## config.mk

```make
export PLATFORM = sky130hd
export DESIGN_NAME = lcpg_nbr
export DESIGN_NICKNAME = d
export VERILOG_FILES = /design/src/rtl/largest_cluster_periodic_grid_core_macros.svh /design/src/rtl/lcpg_pkg.sv /design/src/rtl/lcpg_nbr.sv
export SDC_FILE = /design/constraint.sdc
export NUM_CORES = 1
export LEC_CHECK = 0
export ABC_AREA = 1
export BUFFER_PORTS_ARGS = -buffer_cell sky130_fd_sc_hd__buf_2
export CAP_MARGIN = 25
export CORE_MARGIN = 4
export CORE_UTILIZATION = 40
export DETAILED_ROUTE_END_ITERATION = 16
export GPL_TIMING_DRIVEN = 0
export PLACE_DENSITY_LB_ADDON = 0.05
export SLEW_MARGIN = 25
export SYNTH_ARGS = -nofsm -noshare
export SYNTH_HDL_FRONTEND = slang
export SYNTH_SLANG_ARGS = --single-unit
export TNS_END_PERCENT = 20
```

## constraint.sdc

```tcl
create_clock -name vclk -period 6.25
set_input_delay 0.9375 -clock vclk [all_inputs]
set_output_delay 0.9375 -clock vclk [all_outputs]
set_load 0.02 [all_outputs]
```

## src/rtl/largest_cluster_periodic_grid_core_macros.svh

```systemverilog
// Assertion macros for the largest-cluster lattice core.
// Included by the RTL files that carry concurrent assertions.
`ifndef LARGEST_CLUSTER_PERIODIC_GRID_CORE_MACROS_SVH
`define LARGEST_CLUSTER_PERIODIC_GRID_CORE_MACROS_SVH

// Same-cycle implication under synchronous reset.
`define LCPG_ASSERT_NOW(lbl, ant, cons, msg) \
  lbl: assert property (@(posedge clk) disable iff (!rst_n) (ant) |-> (cons)) else $error(msg);

// Next-cycle implication under synchronous reset.
`define LCPG_ASSERT_NEXT(lbl, ant, cons, msg) \
  lbl: assert property (@(posedge clk) disable iff (!rst_n) (ant) |=> (cons)) else $error(msg);

`endif

```

## src/rtl/lcpg_pkg.sv

```systemverilog
// Shared types and constants for the largest-cluster lattice core.
// No dependencies.
package lcpg_pkg;

  localparam int OUT_W = 13;
  localparam int CFG_W = 7;
  localparam int SIDE_RST = 64;

  typedef enum logic [3:0] {
    ST_LOAD,
    ST_SCAN_RD,
    ST_SCAN_CHK,
    ST_POP,
    ST_POP_WAIT,
    ST_NB_RD,
    ST_NB_CHK,
    ST_FIN
  } lcpg_state_t;

  typedef enum logic [1:0] {
    DIR_RIGHT,
    DIR_LEFT,
    DIR_DOWN,
    DIR_UP
  } lcpg_dir_t;

  typedef struct packed {
    logic lat_we;
    logic lat_d;
    logic vis_we;
    logic vis_d;
  } lcpg_bm_wr_t;

endpackage

```

## src/rtl/lcpg_nbr.sv

```systemverilog
// Periodic neighbor unit: wraps row/column one step and forms the site address.
// Depends on lcpg_pkg.
module lcpg_nbr import lcpg_pkg::*; #(
  parameter int SW = 6,
  parameter int LW = 7,
  parameter int AW = 12,
  parameter int NW = 13
) (
  input  logic [SW-1:0] row,
  input  logic [SW-1:0] col,
  input  lcpg_dir_t     dir,
  input  logic [LW-1:0] side,
  output logic [SW-1:0] trow,
  output logic [SW-1:0] tcol,
  output logic [AW-1:0] taddr
);

  logic          col_hi;
  logic          row_hi;
  logic [SW-1:0] side_m1;
  logic [NW-1:0] prod;

  assign col_hi  = (LW'(col) + LW'(1)) == side;
  assign row_hi  = (LW'(row) + LW'(1)) == side;
  assign side_m1 = SW'(side - LW'(1));

  always_comb begin
    trow = row;
    tcol = col;
    case (dir)
      DIR_RIGHT: tcol = col_hi ? '0 : col + SW'(1);
      DIR_LEFT:  tcol = (col == '0) ? side_m1 : col - SW'(1);
      DIR_DOWN:  trow = row_hi ? '0 : row + SW'(1);
      DIR_UP:    trow = (row == '0) ? side_m1 : row - SW'(1);
      default:   tcol = col;
    endcase
  end

  assign prod  = NW'(trow) * NW'(side) + NW'(tcol);
  assign taddr = prod[AW-1:0];

endmodule

```

==> flow_summary.yaml <==
finish:
  seq_area_um2: 0
  drive_gt1_share_pct: 28.7
  postLayoutCoreUtil_pct: 54.8
  multiInputGateArea_um2: 2460
  nets: 538
  final_cell_mix: "84 x nand2_1, 52 x inv_1, 42 x nor2_1"
  clkbuf_count: 0
  fin_area_um2: 3280
  n_fill_cell: 608
  final_common_cell: "nand2_1"
  seq_cells: 0
  antennaDiodeCount: 0
  area_growth_pct: 30.7
  fin_cells: 532
floorplan:
  die_h_um: 87.2
  coreArea_um2: 5990
  die_x_um: 87.2
  io-pin-count: 45
  std_cell_rows: 28
  fp.dieArea_um2: 7610
  start_util_pct: 41.9
detailed_routing:
  drt_iter0_markers: 83
  wl_mm: 7.13
  first_pass_iters: 4
  final_antenna_net_count: 0
  routedWlPerCell_um: 13.4
  num_vias: 2763
  vias_per_cell: 5.19
  drcViolationCount: 0
hold_path:
  hold_class: "input pin to primary output"
  min_to: "tcol[2]"
  worstHoldPathCells: 4
  holdCritStartpoint: "col[2]"
grt:
  gr-usage-all-layers_pct: 19.4
  grt_pass1_wl_mm: 12.2
  grt_pass1_vias: 2662
  grt_max_degree: 11
  antenna_found_initial: 0
  globalRouteOverflowTotal: 0
setup_path:
  critical_path_class: "input pin to primary output"
  path_common_cell: "nand2_1"
  cp_slowest_cell: "fa_1"
  slowest_delay_ps: 560
  cp_max_fo: 6
  crit_path_end_kind: "primary output"
  required_ps: 5310
  worstSetupStartpointType: "input pin"
  worstPathArrival_ps: 5550
run_status:
  status: "finished with violations"
  violations: "setup timing"
placed_design:
  gp_congestion: 0.893
  post-dp-hpwl_mm: 5.84
  dpl_cell_area_um2: 2910
  port_buffers: 40
  dp.cells: 515
pwr:
  p_leak_nw: 1.74
  power.density_nw_per_um2: 372
  total_power_mw: 1.22
  swShare_pct: 56.7
  p_switching_mw: 0.692
  pwr-share-comb_pct: 100.0
  ir_drop_mv: 0.568
  clkPwrFrac_pct: 0
  p_int_mw: 0.527
  p_seq_share_pct: 0
synth:
  yosysSeqAreaShare_pct: 0
  synthesis.nets: 479
  synthCells: 400
  yosysWarnings: 0
  synth_cell_type_count: 32
  postSynthAreaPerCell_um2: 6.28
  netlist_area_um2: 2510
timing:
  rsz0062_at_grt: "true"
  slew_violations: 0
  fin_crit_sh_pct: 104
  fin_ws_ps: -239
  finalHoldViolCount: 0
  tightest_slew_ps: 439
  slew_headroom_pct: 70.4
  period_minus_slack_ps: 6490
  finalSetupViolations: 5
  fmax_mhz: 154
  worst_hold_slack_ps: 2380
clock_network:
  ctsHoldBuffers: 0
job:
  max-cap-violations: 0
## power by group through the flow
| stage | registers [mW] | logic (mW) | clock network, mW |
|---|---|---|---|
| 2_1_floorplan | 0 | 0.737 | 0 |
| 3_3_place_gp | 0 | 0.973 | 0 |
| 3_5_place_dp | 0 | 0.977 | 0 |
| 4_1_cts | 0 | 1.18 | 0 |
| 5_1_grt | 0 | 1.35 | 0 |
| 6_report | 0 | 1.22 | 0 |
## cell type report
cell class | count | share of cell area [%]
buffer | 6 | 1.75
inverter | 69 | 8.88
multi-input combinational | 325 | 75.1
timing repair buffer | 57 | 11.4
tap | 75 | 2.86
## stage by stage
stage / setup slack [ps] / TNS [ps]
6_report: -239 / -739
5_1_grt: -560 / -2610
4_1_cts: -320 / -1170
3_5_place_dp: -708 / -2840
3_3_place_gp: -729 / -3030
2_1_floorplan: 7.81 / 0
## metal layers
layer | global-route usage, % | routed length [um]
met4 | 3.91 | 99
met1 | 25.5 | 3170
met3 | 1.61 | 295
met5 | 0 | 0
met2 | 34.8 | 3570
## worst max path at each step
| stage | startpoint | end | slack [ps] | depth (start not counted) |
|---|---|---|---|---|
| after floorplan | row[0] | taddr[10] | 8 | 29 |
| after global routing | row[0] | taddr[10] | -560 | 31 |
| after global placement | row[0] | taddr[10] | -730 | 31 |
| after detailed placement | row[0] | taddr[10] | -710 | 31 |
| after CTS | row[0] | taddr[10] | -320 | 31 |
| final | row[0] | taddr[10] | -240 | 31 |
## what timing repair did
action,in CTS,in global routing
setup buffers,16,1
endpoints found under the setup margin,7,8
pin swaps,30,14
resized for setup,45,21
## cell usage after synthesis (2+ instances only)
cell	number	area, um2
o21bai_1	2	15.0
inv_2	4	15.0
nor2_1	46	173
nor2_2	3	18.8
a21oi_1	18	90.1
o211ai_1	2	15.0
nand2_2	9	56.3
o21ai_0	20	100
nand2_1	93	349
nand4_1	6	37.5
ha_1	35	438
nand3_1	31	155
xor2_1	21	184
a31oi_1	2	12.5
nor3_1	3	15.0
xnor2_1	3	26.3
inv_1	64	240
fa_1	23	460
a22oi_1	2	15.0
## worst max-delay path: cells and delay by family
kind            cells  cell delay [ps]
fa+ha+maj           6             2470
compound gates      3              320
simple gates       16             1290
xor+xnor            1              150
buf+inv             5              380
## cell families (layout without fill, tap and decap cells)
| logic type | after synthesis | count (layout) | synth area share [%] |
|---|---|---|---|
| AO/OA/AOI/OAI | 50 | 50 | 11.0 |
| XOR/XNOR | 24 | 24 | 8.37 |
| adder cells (fa/ha/maj) | 58 | 58 | 35.8 |
| buffers and inverters | 75 | 132 | 12.2 |
| AND/OR/NAND/NOR | 193 | 193 | 32.7 |
Note: power is estimated with default switching activity, not from simulation.
